--- config.mk ---
export PLATFORM = sky130hd
export DESIGN_NAME = synth_voice_oscillator_envelope
export DESIGN_NICKNAME = d
export VERILOG_FILES = /design/src/sv/svoe_pkg.sv /design/src/sv/svoe_front.sv /design/src/sv/svoe_back.sv /design/src/sv/synth_voice_oscillator_envelope.sv
export SDC_FILE = /design/constraint.sdc
export NUM_CORES = 2
export LEC_CHECK = 0
export ABC_AREA = 1
export ABC_CLOCK_PERIOD_IN_PS = 14050
export BUFFER_PORTS_ARGS = -buffer_cell sky130_fd_sc_hd__buf_2
export CORE_MARGIN = 10
export CORE_UTILIZATION = 66
export CTS_CLUSTER_SIZE = 25
export DETAILED_ROUTE_END_ITERATION = 12
export PLACE_DENSITY = 0.83
export SETUP_SLACK_MARGIN = 0.3
export SYNTH_ARGS = -nofsm -noshare
export SYNTH_HDL_FRONTEND = slang
export SYNTH_SLANG_ARGS = --single-unit
--- constraint.sdc ---
create_clock -name clk -period 14.05 [get_ports clk]
set_clock_uncertainty 0.1 [all_clocks]
set_input_delay 2.81 -clock clk [delete_from_list [all_inputs] [get_ports clk]]
set_output_delay 2.81 -clock clk [all_outputs]
set_load 0.01 [all_outputs]
--- src/sv/svoe_pkg.sv ---
// Package for the synth voice block: types, constants and the constant tables.
// Used by every RTL file of the block; depends on nothing.
`timescale 1ns / 1ps

package svoe_pkg;

  localparam int SAMPLE_RATE      = 48000;
  localparam int PHASE_BITS       = 24;
  localparam int BEND_TABLE_DEPTH = 64;

  localparam int BIDX_W = $clog2(BEND_TABLE_DEPTH + 1);
  localparam int BPOS_W = 14 + BIDX_W;

  localparam logic [63:0] HALF_RATE = 64'(SAMPLE_RATE / 2);
  localparam logic [63:0] BEND_DEN  = 64'(6 * BEND_TABLE_DEPTH);

  localparam logic [63:0] LN2_Q30   = 64'd744261118;
  localparam logic [24:0] ENV_ONE   = 25'd16777216;
  localparam logic [23:0] ENV_FLOOR = 24'd1678;
  localparam logic [15:0] PW_MIN    = 16'd3277;
  localparam logic [15:0] PW_MAX    = 16'd62259;
  localparam logic [15:0] LFO_MIN   = 16'd8192;
  localparam logic [15:0] LFO_MAX   = 16'd32768;

  typedef enum logic [2:0] {
    OP_TICK     = 3'd0,
    OP_NOTE_ON  = 3'd1,
    OP_NOTE_OFF = 3'd2,
    OP_BEND     = 3'd3,
    OP_LFO      = 3'd4,
    OP_CHAN_AT  = 3'd5,
    OP_POLY_AT  = 3'd6
  } op_t;

  typedef enum logic [1:0] {
    CFG_PULSE_WIDTH  = 2'd0,
    CFG_SUB_LEVEL    = 2'd1,
    CFG_ATTACK_COEF  = 2'd2,
    CFG_RELEASE_COEF = 2'd3
  } cfg_idx_t;

  typedef enum logic [3:0] {
    ST_FETCH,
    ST_ENV_MUL,
    ST_ENV_WB,
    ST_DIV,
    ST_OSC,
    ST_BEND_MUL,
    ST_BEND_WB,
    ST_UPD_MUL1,
    ST_UPD_T,
    ST_UPD_MUL2,
    ST_UPD_WB,
    ST_DONE
  } st_t;

  typedef struct packed {
    op_t                op;
    logic [3:0]         channel;
    logic [6:0]         note;
    logic [15:0]        velocity;
    logic signed [13:0] bend;
    logic [15:0]        lfo_multiplier;
    logic [15:0]        pressure;
  } item_t;

  typedef struct packed {
    logic [15:0] pulse_width;
    logic [15:0] sub_level;
    logic [23:0] attack_coef;
    logic [23:0] release_coef;
  } cfg_t;

  typedef struct packed {
    logic signed [16:0] source_sample;
    logic [16:0]        gain;
    logic               voice_active;
    logic               off_matched;
  } res_t;

  typedef logic [31:0] note_rom_t [128];
  typedef logic [31:0] bend_rom_t [BEND_TABLE_DEPTH + 1];

  // Unsigned 64-bit quotient by shift and subtract; used only to build tables.
  function automatic logic [63:0] udiv64(logic [63:0] a, logic [63:0] b);
    logic [63:0] q;
    logic [64:0] r;
    q = '0;
    r = '0;
    for (int i = 63; i >= 0; i--) begin
      r = {r[63:0], a[i]};
      if (r >= {1'b0, b}) begin
        r    = r - {1'b0, b};
        q[i] = 1'b1;
      end
    end
    return q;
  endfunction

  // 2^y for y in Q30 (0 <= y < 1), by a power series up to the 16th-order term; result in Q30.
  function automatic logic [63:0] exp2_q30(logic [63:0] y);
    logic [63:0] x;
    logic [63:0] sum;
    logic [63:0] term;
    x    = (y * LN2_Q30) >> 30;
    sum  = 64'd1 << 30;
    term = 64'd1 << 30;
    for (int n = 1; n <= 16; n++) begin
      term = udiv64((term * x) >> 30, 64'(n));
      sum  = sum + term;
    end
    return sum;
  endfunction

  // Phase increment of each MIDI note, saturated to 32 bits.
  function automatic note_rom_t build_note_rom();
    note_rom_t   rom;
    logic [63:0] val;
    logic [63:0] q;
    int          m;
    int          oct;
    int          k;
    int          s;
    for (int n = 0; n < 128; n++) begin
      m   = n + 3;
      oct = int'(udiv64(64'(m), 64'd12));
      k   = m - 12 * oct;
      val = 64'd440 * exp2_q30(udiv64(64'(k) << 30, 64'd12));
      s   = oct + PHASE_BITS - 36;
      if (s >= 0) begin
        q = udiv64((val << s) + HALF_RATE, 64'(SAMPLE_RATE));
      end else begin
        q = udiv64((val + (64'(SAMPLE_RATE) << (-s - 1))) >> (-s), 64'(SAMPLE_RATE));
      end
      rom[n] = (q > 64'hFFFF_FFFF) ? 32'hFFFF_FFFF : q[31:0];
    end
    return rom;
  endfunction

  // Q30 samples of 2^(bend/49152) over bend -8192..8192.
  function automatic bend_rom_t build_bend_rom();
    bend_rom_t   rom;
    logic [63:0] mag;
    logic [63:0] v;
    logic [63:0] r;
    logic        neg;
    for (int i = 0; i <= BEND_TABLE_DEPTH; i++) begin
      neg = (2 * i) < BEND_TABLE_DEPTH;
      mag = neg ? 64'(BEND_TABLE_DEPTH - 2 * i) : 64'(2 * i - BEND_TABLE_DEPTH);
      v   = exp2_q30(udiv64(mag << 30, BEND_DEN));
      r   = udiv64(64'd1 << 60, v);
      rom[i] = neg ? r[31:0] : v[31:0];
    end
    return rom;
  endfunction

  localparam note_rom_t NOTE_ROM = build_note_rom();
  localparam bend_rom_t BEND_ROM = build_bend_rom();

endpackage

--- src/sv/svoe_front.sv ---
// Front end of the synth voice: accepts input words, decodes the op and
// holds them in a two-entry queue for the back end. Depends on svoe_pkg.
`timescale 1ns / 1ps

module svoe_front (
  input  logic          clk,
  input  logic          rst_n,
  input  logic          in_tvalid,
  output logic          in_tready,
  input  logic [79:0]   in_tdata,
  input  logic [2:0]    in_tuser,
  output logic          item_valid,
  output svoe_pkg::item_t item,
  input  logic          item_pop
);
  import svoe_pkg::*;

  item_t       q_r [2];
  logic        wr_ptr_r;
  logic        rd_ptr_r;
  logic [1:0]  count_r;
  logic        push;
  logic        pop;
  item_t       dec;

  // Unpack and classify the incoming word.
  always_comb begin
    dec.op             = op_t'(in_tuser);
    dec.channel        = in_tdata[3:0];
    dec.note           = in_tdata[10:4];
    dec.velocity       = in_tdata[26:11];
    dec.bend           = in_tdata[40:27];
    dec.lfo_multiplier = in_tdata[56:41];
    dec.pressure       = in_tdata[72:57];
  end

  assign in_tready  = (count_r != 2'd2);
  assign push       = in_tvalid && in_tready;
  assign item_valid = (count_r != 2'd0);
  assign pop        = item_pop && item_valid;
  assign item       = q_r[rd_ptr_r];

  // Queue pointers and fill count.
  always_ff @(posedge clk) begin
    if (!rst_n) begin
      wr_ptr_r <= 1'b0;
      rd_ptr_r <= 1'b0;
      count_r  <= 2'd0;
    end else begin
      if (push) wr_ptr_r <= ~wr_ptr_r;
      if (pop)  rd_ptr_r <= ~rd_ptr_r;
      count_r <= count_r + {1'b0, push} - {1'b0, pop};
    end
  end

  // Queue storage.
  always_ff @(posedge clk) begin
    if (push) q_r[wr_ptr_r] <= dec;
  end

endmodule

--- src/sv/svoe_back.sv ---
// Back end of the synth voice: a sequencer with one shared multiplier and a
// two-bit-per-cycle divider, plus the result register. Depends on svoe_pkg.
`timescale 1ns / 1ps

module svoe_back (
  input  logic            clk,
  input  logic            rst_n,
  input  svoe_pkg::cfg_t  cfg,
  input  logic            item_valid,
  input  svoe_pkg::item_t item,
  output logic            item_pop,
  output logic            out_tvalid,
  input  logic            out_tready,
  output svoe_pkg::res_t  res
);
  import svoe_pkg::*;

  localparam int PB = PHASE_BITS;

  st_t                state_r, state_nxt;
  logic [2:0]         cnt_r, cnt_nxt;
  item_t              item_r, item_nxt;
  logic [64:0]        prod_r, prod_nxt;
  logic [23:0]        env_level_r, env_level_nxt;
  logic               env_rising_r, env_rising_nxt;
  logic               sounding_r, sounding_nxt;
  logic [3:0]         held_channel_r, held_channel_nxt;
  logic [6:0]         held_note_r, held_note_nxt;
  logic [15:0]        held_velocity_r, held_velocity_nxt;
  logic [31:0]        base_inc_r, base_inc_nxt;
  logic [17:0]        bend_factor_r, bend_factor_nxt;
  logic [15:0]        lfo_factor_r, lfo_factor_nxt;
  logic [15:0]        chan_pr_r, chan_pr_nxt;
  logic [15:0]        poly_pr_r, poly_pr_nxt;
  logic [31:0]        phase_inc_r, phase_inc_nxt;
  logic [PB-1:0]      main_phase_r, main_phase_nxt;
  logic [PB-1:0]      sub_phase_r, sub_phase_nxt;
  logic [33:0]        t_r, t_nxt;
  logic [PB:0]        rem_r, rem_nxt;
  logic [PB:0]        den_r, den_nxt;
  logic [15:0]        quo_r, quo_nxt;
  logic               sel_lo_r, sel_lo_nxt;
  logic               sub_neg_r, sub_neg_nxt;
  logic [16:0]        gain_r, gain_nxt;
  logic signed [16:0] sample_r, sample_nxt;
  logic               matched_r, matched_nxt;
  logic               out_valid_r, out_valid_nxt;
  res_t               res_r, res_nxt;

  logic [39:0]        mul_a;
  logic [24:0]        mul_b;
  logic [64:0]        mul_p;
  logic               prod_ld;

  logic [PB:0]        full_c;
  logic [15:0]        pwq;
  logic [PB-1:0]      pw_c;
  logic [24:0]        env_dec;
  logic [23:0]        env_new;
  logic [PB-1:0]      mp;
  logic [PB-1:0]      sp;
  logic [PB+1:0]      r1, r2;
  logic               b1, b2;
  logic [15:0]        at_max;
  logic [16:0]        gmul;
  logic [64:0]        g_round;
  logic [13:0]        boff;
  logic [BPOS_W-1:0]  bpos;
  logic [BIDX_W-1:0]  bidx;
  logic [BIDX_W-1:0]  bidx1;
  logic [31:0]        blo, bhi;
  logic [31:0]        bv;
  logic [31:0]        bf_round;
  logic [64:0]        t_round;
  logic [64:0]        inc_round;
  logic signed [18:0] osc;
  logic signed [18:0] subv;
  logic signed [18:0] sum;

  assign mul_p      = 65'(mul_a) * 65'(mul_b);
  assign out_tvalid = out_valid_r;
  assign res        = res_r;
  assign item_pop   = (state_r == ST_FETCH) && item_valid;

  // Sequencer: next state, datapath updates and multiplier operands.
  always_comb begin
    state_nxt         = state_r;
    cnt_nxt           = cnt_r;
    item_nxt          = item_r;
    env_level_nxt     = env_level_r;
    env_rising_nxt    = env_rising_r;
    sounding_nxt      = sounding_r;
    held_channel_nxt  = held_channel_r;
    held_note_nxt     = held_note_r;
    held_velocity_nxt = held_velocity_r;
    base_inc_nxt      = base_inc_r;
    bend_factor_nxt   = bend_factor_r;
    lfo_factor_nxt    = lfo_factor_r;
    chan_pr_nxt       = chan_pr_r;
    poly_pr_nxt       = poly_pr_r;
    phase_inc_nxt     = phase_inc_r;
    main_phase_nxt    = main_phase_r;
    sub_phase_nxt     = sub_phase_r;
    t_nxt             = t_r;
    rem_nxt           = rem_r;
    den_nxt           = den_r;
    quo_nxt           = quo_r;
    sel_lo_nxt        = sel_lo_r;
    sub_neg_nxt       = sub_neg_r;
    gain_nxt          = gain_r;
    sample_nxt        = sample_r;
    matched_nxt       = matched_r;
    res_nxt           = res_r;
    out_valid_nxt     = out_valid_r && !out_tready;
    mul_a             = '0;
    mul_b             = '0;
    prod_ld           = 1'b0;

    full_c  = (PB + 1)'(1) << PB;
    pwq     = (cfg.pulse_width < PW_MIN) ? PW_MIN :
              ((cfg.pulse_width > PW_MAX) ? PW_MAX : cfg.pulse_width);
    pw_c    = PB'(pwq) << (PB - 16);
    env_dec = 25'((prod_r + 65'h0FF_FFFF) >> 24);
    env_new = env_rising_r ? (env_level_r + prod_r[47:24]) : (env_level_r - env_dec[23:0]);
    mp      = main_phase_r + phase_inc_r[PB-1:0];
    sp      = sub_phase_r + PB'(phase_inc_r >> 1);

    // Two restoring division steps per cycle.
    r1 = {rem_r, 1'b0};
    b1 = (r1 >= (PB + 2)'(den_r));
    if (b1) r1 = r1 - (PB + 2)'(den_r);
    r2 = {r1[PB:0], 1'b0};
    b2 = (r2 >= (PB + 2)'(den_r));
    if (b2) r2 = r2 - (PB + 2)'(den_r);

    at_max  = (chan_pr_r > poly_pr_r) ? chan_pr_r : poly_pr_r;
    gmul    = 17'd65536 + 17'(at_max >> 2);
    g_round = prod_r + (65'd1 << 39);

    boff     = item_r.bend ^ 14'h2000;
    bpos     = BPOS_W'(boff) * BPOS_W'(BEND_TABLE_DEPTH);
    bidx     = bpos[BPOS_W-1:14];
    bidx1    = bidx + 1'b1;
    blo      = BEND_ROM[bidx];
    bhi      = BEND_ROM[bidx1];
    bv       = blo + prod_r[45:14];
    bf_round = (bv + 32'd8192) >> 14;

    t_round   = (prod_r + 65'd32768) >> 16;
    inc_round = (prod_r + 65'd8192) >> 14;

    osc  = sel_lo_r ? (19'sd0 + $signed({3'b000, quo_r}) - 19'sd32768)
                    : (19'sd32768 - $signed({3'b000, quo_r}));
    subv = $signed(19'((17'(cfg.sub_level) + 17'd1) >> 1));
    sum  = sub_neg_r ? (osc - subv) : (osc + subv);

    case (state_r)
      ST_FETCH: begin
        if (item_valid) begin
          item_nxt    = item;
          sample_nxt  = '0;
          gain_nxt    = '0;
          matched_nxt = 1'b0;
          state_nxt   = ST_DONE;
          case (item.op)
            OP_TICK: state_nxt = ST_ENV_MUL;
            OP_NOTE_ON: begin
              sounding_nxt      = 1'b1;
              held_velocity_nxt = item.velocity;
              held_channel_nxt  = item.channel;
              held_note_nxt     = item.note;
              base_inc_nxt      = NOTE_ROM[item.note];
              env_level_nxt     = '0;
              env_rising_nxt    = 1'b1;
              main_phase_nxt    = '0;
              sub_phase_nxt     = '0;
              state_nxt         = ST_UPD_MUL1;
            end
            OP_NOTE_OFF: begin
              if (sounding_r && held_channel_r == item.channel &&
                  held_note_r == item.note) begin
                env_rising_nxt = 1'b0;
                matched_nxt    = 1'b1;
              end
            end
            OP_BEND: state_nxt = ST_BEND_MUL;
            OP_LFO: begin
              lfo_factor_nxt = (item.lfo_multiplier < LFO_MIN) ? LFO_MIN :
                               ((item.lfo_multiplier > LFO_MAX) ? LFO_MAX
                                                                : item.lfo_multiplier);
              state_nxt = ST_UPD_MUL1;
            end
            OP_CHAN_AT: chan_pr_nxt = item.pressure;
            OP_POLY_AT: poly_pr_nxt = item.pressure;
            default: ;
          endcase
        end
      end
      ST_ENV_MUL: begin
        if (!sounding_r) begin
          state_nxt = ST_DONE;
        end else begin
          prod_ld   = 1'b1;
          mul_a     = env_rising_r ? 40'(ENV_ONE - 25'(env_level_r)) : 40'(env_level_r);
          mul_b     = env_rising_r ? 25'(cfg.attack_coef) : 25'(cfg.release_coef);
          state_nxt = ST_ENV_WB;
        end
      end
      ST_ENV_WB: begin
        env_level_nxt = env_new;
        if (!env_rising_r && env_new < ENV_FLOOR) begin
          // Release has decayed away: the voice goes quiet.
          sounding_nxt      = 1'b0;
          base_inc_nxt      = '0;
          phase_inc_nxt     = '0;
          held_velocity_nxt = '0;
          state_nxt         = ST_DONE;
        end else begin
          main_phase_nxt = mp;
          sub_phase_nxt  = sp;
          sub_neg_nxt    = sp[PB-1];
          if (mp < pw_c) begin
            sel_lo_nxt = 1'b1;
            rem_nxt    = (PB + 1)'(mp);
            den_nxt    = (PB + 1)'(pw_c);
          end else begin
            sel_lo_nxt = 1'b0;
            rem_nxt    = (PB + 1)'(mp - pw_c);
            den_nxt    = full_c - (PB + 1)'(pw_c);
          end
          cnt_nxt   = '0;
          state_nxt = ST_DIV;
        end
      end
      ST_DIV: begin
        rem_nxt = r2[PB:0];
        quo_nxt = {quo_r[13:0], b1, b2};
        cnt_nxt = cnt_r + 3'd1;
        // The gain products share the divider's cycles.
        if (cnt_r == 3'd0) begin
          prod_ld = 1'b1;
          mul_a   = 40'(env_level_r);
          mul_b   = 25'(held_velocity_r);
        end else if (cnt_r == 3'd1) begin
          prod_ld = 1'b1;
          mul_a   = prod_r[39:0];
          mul_b   = 25'(gmul);
        end else if (cnt_r == 3'd2) begin
          gain_nxt = g_round[56:40];
        end
        if (cnt_r == 3'd7) state_nxt = ST_OSC;
      end
      ST_OSC: begin
        if (sum > 19'sd65535) begin
          sample_nxt = 17'sd65535;
        end else if (sum < -19'sd65536) begin
          sample_nxt = -17'sd65536;
        end else begin
          sample_nxt = sum[16:0];
        end
        state_nxt = ST_DONE;
      end
      ST_BEND_MUL: begin
        prod_ld   = 1'b1;
        mul_a     = 40'(bhi - blo);
        mul_b     = 25'(bpos[13:0]);
        state_nxt = ST_BEND_WB;
      end
      ST_BEND_WB: begin
        bend_factor_nxt = bf_round[17:0];
        state_nxt       = ST_UPD_MUL1;
      end
      ST_UPD_MUL1: begin
        prod_ld   = 1'b1;
        mul_a     = 40'(base_inc_r);
        mul_b     = 25'(bend_factor_r);
        state_nxt = ST_UPD_T;
      end
      ST_UPD_T: begin
        t_nxt     = t_round[33:0];
        state_nxt = ST_UPD_MUL2;
      end
      ST_UPD_MUL2: begin
        prod_ld   = 1'b1;
        mul_a     = 40'(t_r);
        mul_b     = 25'(lfo_factor_r);
        state_nxt = ST_UPD_WB;
      end
      ST_UPD_WB: begin
        phase_inc_nxt = (inc_round[64:32] != '0) ? 32'hFFFF_FFFF : inc_round[31:0];
        state_nxt     = ST_DONE;
      end
      ST_DONE: begin
        // Load the result register once it is free.
        if (!out_valid_r || out_tready) begin
          out_valid_nxt         = 1'b1;
          res_nxt.source_sample = sample_r;
          res_nxt.gain          = gain_r;
          res_nxt.voice_active  = sounding_r;
          res_nxt.off_matched   = matched_r;
          state_nxt             = ST_FETCH;
        end
      end
      default: state_nxt = ST_FETCH;
    endcase

    prod_nxt = prod_ld ? mul_p : prod_r;
  end

  // Control and voice state.
  always_ff @(posedge clk) begin
    if (!rst_n) begin
      state_r         <= ST_FETCH;
      out_valid_r     <= 1'b0;
      env_level_r     <= '0;
      env_rising_r    <= 1'b0;
      sounding_r      <= 1'b0;
      held_channel_r  <= '0;
      held_note_r     <= '0;
      held_velocity_r <= '0;
      base_inc_r      <= '0;
      bend_factor_r   <= 18'd65536;
      lfo_factor_r    <= 16'd16384;
      chan_pr_r       <= '0;
      poly_pr_r       <= '0;
      phase_inc_r     <= '0;
      main_phase_r    <= '0;
      sub_phase_r     <= '0;
    end else begin
      state_r         <= state_nxt;
      out_valid_r     <= out_valid_nxt;
      env_level_r     <= env_level_nxt;
      env_rising_r    <= env_rising_nxt;
      sounding_r      <= sounding_nxt;
      held_channel_r  <= held_channel_nxt;
      held_note_r     <= held_note_nxt;
      held_velocity_r <= held_velocity_nxt;
      base_inc_r      <= base_inc_nxt;
      bend_factor_r   <= bend_factor_nxt;
      lfo_factor_r    <= lfo_factor_nxt;
      chan_pr_r       <= chan_pr_nxt;
      poly_pr_r       <= poly_pr_nxt;
      phase_inc_r     <= phase_inc_nxt;
      main_phase_r    <= main_phase_nxt;
      sub_phase_r     <= sub_phase_nxt;
    end
  end

  // Working registers and result payload.
  always_ff @(posedge clk) begin
    cnt_r     <= cnt_nxt;
    item_r    <= item_nxt;
    prod_r    <= prod_nxt;
    t_r       <= t_nxt;
    rem_r     <= rem_nxt;
    den_r     <= den_nxt;
    quo_r     <= quo_nxt;
    sel_lo_r  <= sel_lo_nxt;
    sub_neg_r <= sub_neg_nxt;
    gain_r    <= gain_nxt;
    sample_r  <= sample_nxt;
    matched_r <= matched_nxt;
    res_r     <= res_nxt;
  end

endmodule

--- src/sv/synth_voice_oscillator_envelope.sv ---
// Top level of the synth voice: configuration registers, front queue and
// back sequencer. Depends on svoe_pkg, svoe_front and svoe_back.
//
// Usage: event words enter on in_* (op in in_tuser), one result word per
// event leaves on out_*. Registers must be written on cfg_* only while the voice
// is idle; the block does not enforce this, and cfg_ready is always high.
// Flow: after the front queue, the back sequencer goes straight to its result
// for note off, aftertouch and unused ops, and recomputes the phase increment
// for note on and LFO, after a bend table lookup for bend. A sounding tick steps
// the envelope and, unless the voice goes quiet, runs the divider for the
// triangle slope (16 quotient bits, two per cycle) beside the shared multiplier.
// The queue holds two words, so input is taken while the back end works; a
// finished result waits in the output register while the next word proceeds.
// If the receiver stalls, the sequencer holds its last result step until the
// output register frees and the queue then fills and drops in_tready.
// Reset (synchronous, rst_n low) empties the queue and returns the voice to
// silence with registers at their defaults.
`timescale 1ns / 1ps

module synth_voice_oscillator_envelope (
  input  logic        clk,
  input  logic        rst_n,
  input  logic        in_tvalid,
  output logic        in_tready,
  // channel[3:0], note[10:4], velocity[26:11], bend[40:27],
  // lfo_multiplier[56:41], pressure[72:57], zero above
  input  logic [79:0] in_tdata,
  // op[2:0]
  input  logic [2:0]  in_tuser,
  output logic        out_tvalid,
  input  logic        out_tready,
  // source_sample[16:0], gain[33:17], voice_active[34], off_matched[35], zero above
  output logic [39:0] out_tdata,
  input  logic        cfg_valid,
  output logic        cfg_ready,
  input  logic [1:0]  cfg_index,
  input  logic [23:0] cfg_data
);
  import svoe_pkg::*;

  cfg_t  cfg_r;
  logic  item_valid;
  item_t item;
  logic  item_pop;
  res_t  res;

  assign cfg_ready = 1'b1;

  // Configuration register file.
  always_ff @(posedge clk) begin
    if (!rst_n) begin
      cfg_r.pulse_width  <= 16'd32768;
      cfg_r.sub_level    <= 16'd0;
      cfg_r.attack_coef  <= 24'hFF_FFFF;
      cfg_r.release_coef <= 24'hFF_FFFF;
    end else if (cfg_valid) begin
      case (cfg_idx_t'(cfg_index))
        CFG_PULSE_WIDTH:  cfg_r.pulse_width  <= cfg_data[15:0];
        CFG_SUB_LEVEL:    cfg_r.sub_level    <= cfg_data[15:0];
        CFG_ATTACK_COEF:  cfg_r.attack_coef  <= cfg_data;
        CFG_RELEASE_COEF: cfg_r.release_coef <= cfg_data;
        default: ;
      endcase
    end
  end

  svoe_front u_front (
    .clk        (clk),
    .rst_n      (rst_n),
    .in_tvalid  (in_tvalid),
    .in_tready  (in_tready),
    .in_tdata   (in_tdata),
    .in_tuser   (in_tuser),
    .item_valid (item_valid),
    .item       (item),
    .item_pop   (item_pop)
  );

  svoe_back u_back (
    .clk        (clk),
    .rst_n      (rst_n),
    .cfg        (cfg_r),
    .item_valid (item_valid),
    .item       (item),
    .item_pop   (item_pop),
    .out_tvalid (out_tvalid),
    .out_tready (out_tready),
    .res        (res)
  );

  // Pack the result word.
  assign out_tdata = {4'b0000, res.off_matched, res.voice_active, res.gain,
                      res.source_sample};

endmodule

# ---- Word level (Yosys, flattened, before mapping)
# Memories as Yosys holds them, arrays and structs flattened. A register that Yosys moved wholly into a read port is not among the register bits.
# Cells that the tools add are included.
dict set report totals {
  ff_bits 568
  latchBits 0
  ramBits 152
  romBits 12288
  word_cells 256
  n_memories 4
}
dict set report classes {
  n_addsub 26
  n_mul 1
  n_div 0
  order_cmp 14
  n_eq_ne 36
  shifts 0
  muxes 82
  bitwise_logic 7
  n_reduce_logical 46
}
# name depth word_bits read_ports rd_clocked_by_memory_dff write_ports line
set mem_list {}
lappend mem_list {{(no name shown)} 128 32 1 0 0 svoe_back.sv:172} ;# base_inc_nxt = NOTE_ROM[item.note];
lappend mem_list {{(no name shown)} 128 32 1 0 0 svoe_back.sv:144} ;# blo = BEND_ROM[bidx];
lappend mem_list {{(no name shown)} 128 32 1 0 0 svoe_back.sv:145} ;# bhi = BEND_ROM[bidx1];
lappend mem_list {u_front.q_r 2 76 1 1 1 svoe_front.sv:18} ;# item_t q_r [2];
# cell count
set op_table {}
lappend op_table {{$mux 32} 9}
lappend op_table {{$pmux 40 s5} 1}
lappend op_table {{$mux 25} 7}
lappend op_table {{$mux 24} 7}
lappend op_table {{$mux 40} 4}
lappend op_table {{$pmux 24 s2} 3}
lappend op_table {{$mux 16} 8}
lappend op_table {{$pmux 25 s5} 1}
lappend op_table {{$mux 17} 7}
lappend op_table {{$pmux 25 s2} 2}
lappend op_table {{$add 24x24->24} 3}
lappend op_table {{$pmux 17 s2} 2}
lappend op_table {{$add 65x14->65 const B} 1}
lappend op_table {{$mul 40x25->65} 1}
lappend op_table {{$pmux 32 s2} 1}
lappend op_table {{$add 57x40->57 const B} 1}
lappend op_table {{$ge 26x25->1} 2}
lappend op_table {{$add 50x16->50 const B} 1}
lappend op_table {{$sub 25x25->25} 2}
lappend op_table {{$add 48x24->48 const B} 1}
lappend op_table {{$pmux 4 s11} 1}
lappend op_table {{$mux 19} 2}
lappend op_table {{$reduce_bool 33->1} 1}
lappend op_table {{$sub 32x32->33} 1}
lappend op_table {{other kinds (62)} 143}

# ---- Depth between registers and ports, before layout
dict set report logic_depth {
  ltp_word 9
  ltp_mapped 65
  depth_no_buf 62
}

# ---- Hierarchy
# A second synthesis with hierarchy kept.
dict set report hier_totals {
  hier_cells 10455
  hier_area_um2 80153.1
}
# module n_inst cells_per_inst area_each_um2 seq_area_each_um2
set modules_own_cells {}
lappend modules_own_cells {svoe_back 1 9754 71153.2 11821.3}
lappend modules_own_cells {svoe_front 1 272 5878.1 4664.5}
lappend modules_own_cells {synth_voice_oscillator_envelope 1 429 3121.7 1601.5}

# ---- Worst setup path after synthesis
# No wires, ideal clock.
dict set report synth_timing {
  path_type {reg-to-reg}
  from {register u_back.item_r, in the netlist u_back.boff[8]}
  to {register u_back.prod_r[41] (data pin)}
  setup_ns 0.260
  arrival_ns 10.578
  required_time_ns 13.690
  path_slack_ns 3.112
  path_stages_with_launch 54
  path_cell_list {edfxtp_1 ha_1 clkbuf_1 inv_1 ha_1 clkbuf_1 nand2_1 a21oi_1 or2_2 o221ai_1 nand3_1 ha_1 inv_1 fa_1 nand2_1 nand2_1 a21o_1 nand2_1 [18 not listed] fa_1 fa_1 inv_1 fa_1 fa_1 inv_1 fa_1 inv_1 ha_1 nand2_1 nor2_1 nand2_1 nor4_1 a21oi_1 o31a_1 o21ai_0 a21boi_0 xnor2_1}
}
dict set report synth_via {
  elab_chain_cells 8
  elab_cells_between_ends 12
}
# element line
set synth_rtl {}
lappend synth_rtl {{start: declaration} svoe_back.sv:22} ;# item_t item_r, item_nxt;
lappend synth_rtl {{start signal: assignment} svoe_back.sv:352} ;# item_r <= item_nxt;
lappend synth_rtl {{$add 6x1->7} svoe_back.sv:143} ;# bidx1 = bidx + 1'b1;
lappend synth_rtl {{$not 7->8 (not written as such)} svoe_back.sv:145}
lappend synth_rtl {{$mem_v2 128x32} --}
lappend synth_rtl {{$mux 32 (not written as such) (2 in a row)} svoe_back.sv:145}
lappend synth_rtl {{$sub 32x32->33 (*)} svoe_back.sv:265} ;# mul_a = 40'(bhi - blo);
lappend synth_rtl {{$pmux 40 s5 (*)} svoe_back.sv:157} ;# case (state_r)
lappend synth_rtl {{$mul 40x25->65 (*)} svoe_back.sv:80} ;# assign mul_p = 65'(mul_a) * 65'(mul_b);
lappend synth_rtl {{via u_back.mul_p[41]} svoe_back.sv:52} ;# logic [64:0] mul_p;
lappend synth_rtl {{end signal: assignment} svoe_back.sv:353} ;# prod_r <= prod_nxt;
lappend synth_rtl {{end: declaration} svoe_back.sv:23} ;# logic [64:0] prod_r, prod_nxt;
# Mark *: on every way through the listed nets, which the timed path passes. The rest lies on a longest branch. The select of a mux whose other input is x is not followed.
# A chain may end at the register's enable or synchronous reset.

# ---- Final worst setup path
dict set report layout_timing {
  from {register u_back.item_r, in the netlist u_back.boff[9]}
  to {register u_back.prod_r[41] (data pin)}
}
# Same word-level chain as after synthesis.

==> qor.csv <==
metric,value,unit
outcome,finished with violations,
failing checks,"DRC, capacitance limit",
row cnt,127,
clock share of power,0.143,
Seq cells post-synth,704,
final hold viol count,0,
Comb pwr share,0.652,
largest net degree at the start of global routing,100,
adder-cell share of the synthesized area,0.2964,
post-route cell area,84930,sq um
CTS tree,yes,
Initial DRT Pass Iterations,12,
core area,119500,sq um
Simple-Gate Fraction of Synth Area,0.2024,
crit path max fanout,9,
clock latency on the worst-skew pair,0.72,ns
register area share after synthesis,0.2284,
"Top cell by count, worst path",inv_1,
leakage power,40.10,nW
max-cap viol count,1,
setup TNS,0,ns
"FFs w/ async S/R, synth",0,
DRT iter0 DRCs,11330,
initial antenna violation count,9,
crit path DAT,13.66,ns
Starting Density,0.6629,
Syn-to-layout area delta,7.219,%
Crit-path slowest cell,fa_1,
Final Max Tran Viols,0,
final core utilization,0.7107,
GP Congestion,1.096,
Pint,7.015,mW
max incr delay on CP,0.60,ns
pre-CTS setup slack,0.8549,ns
gr usage total,0.4314,
dominant cells by area after synthesis,"fa_1 (21%), edfxtp_1 (15%), nand2_1 (11%), inv_1 (8.5%), ha_1 (8.4%)",
clk buf depth,3,
Synth area leader,fa_1,
Final Net Count,11930,
Congestion Overflow GR,0,
Mapped Area,79210,sq um
"EDFF count, synth",399,
drt wl/cell,24.58,um
share of the synthesized area in the top cell type,0.2128,
time the worst path needs with I/O delays and setup,13.36,ns
Final period util,0.9506,
Sw Share,0.5406,
total power,15.27,mW
Inst Count DP,11970,
Synth Warn #,0,
FMAX,0.07487,GHz
"Clk pin slew, worst setup/hold paths",0.06,ns
Hold Buf Count CTS,0,
clk root buf,clkbuf_16,
worst vdd rail ir drop,0.1802,mV
Max-Slew Margin vs Limit,0.002128,
Avg Inst Size Synth,7.670,sq um
crit path kind,reg -> reg,
Die X,366.4,um
Cells after Synth,10330,
height of the die,366.4,um
ys flop type,edfxtp_1,
Final ANT Viol Nets,0,
vias in the first global route,76560,
Boundary Pins,157,
Sequential Power Share,0.205,
die area,134300,sq um
Hold Slack,0.3177,ns
Non-Filler Instances,12120,
placed cell areas,82090,sq um
CP startpoint kind,flip-flop,
clock sinks,704,
Tightest Hold Check Type,reg -> reg,
# port buffers,144,
vias per inst,6.310,
post-synthesis mux area share,0.001137,
CP endpoint kind,flip-flop,
complex-gate fraction of the synthesized area,0.1271,
combinational family with the most area after synthesis,adder cells,
via count,76500,
"count leader, synth",nand2_1,
switching power total,8.253,mW
H-tree Lvls,3,
Worst Tran Pin Value,1.487,ns
final worst slack,0.6940,ns
most frequent cells after synthesis,"nand2_1 (2,279), inv_1 (1,790), nor2_1 (965)",
Num CTS Buffers,78,
first-pass GRT wire length,449.5,mm
Setup Viol. Count Final,0,
share of post-route cells with drive strength above 1,0.05949,
drt total wl,298.0,mm
synth unique cells,76,
WP data required,14.35,ns
RSZ-0062 raised after global routing,false,
drt drc,1,
PD cells,179.8,nW/um^2
XOR/XNOR share of the synthesized area,0.03660,
post-DP HPWL,230.8,mm
[critical path, delay by kind of cell, from the launching register on]
kind,cells,cell delay (ns)
adders and majority gates,11,5.04
and+or+nand+nor,17,2.92
AOI/OAI and AO/OA,10,2.22
buffers and inverters,12,1.96
DFF,1,0.56
xor gates and xnor gates,1,0.18
[cell families after synthesis]
family                   Yosys count
AND/OR/NAND/NOR                 3920
buffers and inverters           2235
AO/OA/AOI/OAI                   1755
adder cells (fa/ha/maj)         1371
flip-flops                       704
XOR/XNOR                         331
multiplexers                       9
other                              2
[layout by cell type (no fill, tap or decap), types with 169 or more instances in the layout]
master,n
nand3_1,341
buf_4,169
o21ai_0,585
fa_1,842
ha_1,527
dfxtp_1,303
xor2_1,225
edfxtp_1,399
a21oi_1,671
nor2_1,951
inv_1,1787
nand2_1,2273
[sequential cells by signal, summed over array words and instances (netlist names), 17 cells and up, named ones only]
| name | count |
|---|---|
| u_back.sub_phase_r | 24 |
| u_back.phase_inc_r | 25 |
| u_back.gain_r | 17 |
| u_back.sample_r | 17 |
| u_back.rem_r | 25 |
| cfg_r | 80 |
| u_back.main_phase_r | 24 |
| u_back.t_r | 34 |
| u_back.res | 36 |
| u_back.den_r | 17 |
| u_front.q_r | 152 |
| u_back.env_level_r | 24 |
| u_back.base_inc_r | 23 |
| u_back.bend_factor_r | 18 |
| u_back.prod_r | 65 |
[power by group through the flow]
stage          sequential (mW)  combinational (mW)  clock (mW)
2_1_floorplan             2.92                6.59           0
4_1_cts                   3.10                9.35        2.18
5_1_grt                   3.13                10.7        2.26
6_report                  3.13                9.95        2.19
3_3_place_gp              3.12                9.07           0
3_5_place_dp              3.14                9.25           0
[what timing repair did]
action                                  in CTS  in global routing
setup buffers                                0                  5
endpoints found under the setup margin       0                 17
resized for setup                            0                 15
[area by class of cell]
| cell class | count | area, sq um |
|---|---|---|
| inverters | 1834 | 6899 |
| clock buffers | 107 | 2257 |
| multi-input cells | 7510 | 53180 |
| well taps | 1612 | 2017 |
| clock inverters | 39 | 486.7 |
| fillers | 9037 | 34570 |
| diodes | 5 | 12.51 |
| flip-flops and latches | 704 | 18090 |
| repair buffers | 312 | 1984 |
[final timing paths]
check	startpoint	end	slack (ns)	cells past startpoint
hold reg to reg	u_back.sample_r[2]	u_back.res[21]	0.32	0
setup reg to reg	u_back.boff[9]	u_back.prod_r[41]	0.69	51
hold / removal	u_back.sample_r[2]	u_back.res[21]	0.32	0
setup / recovery	u_back.boff[9]	u_back.prod_r[41]	0.69	51
[metal layers]
layer,vias up,GRT usage,share of wire
met2,5910,0.6634,0.43
met4,8,0.2698,0.079
met3,1556,0.1205,0.13
met5,-,0,0.00017
met1,36040,0.5364,0.36
li1,32980,-,-
Note: power is estimated with default switching activity, not from simulation.
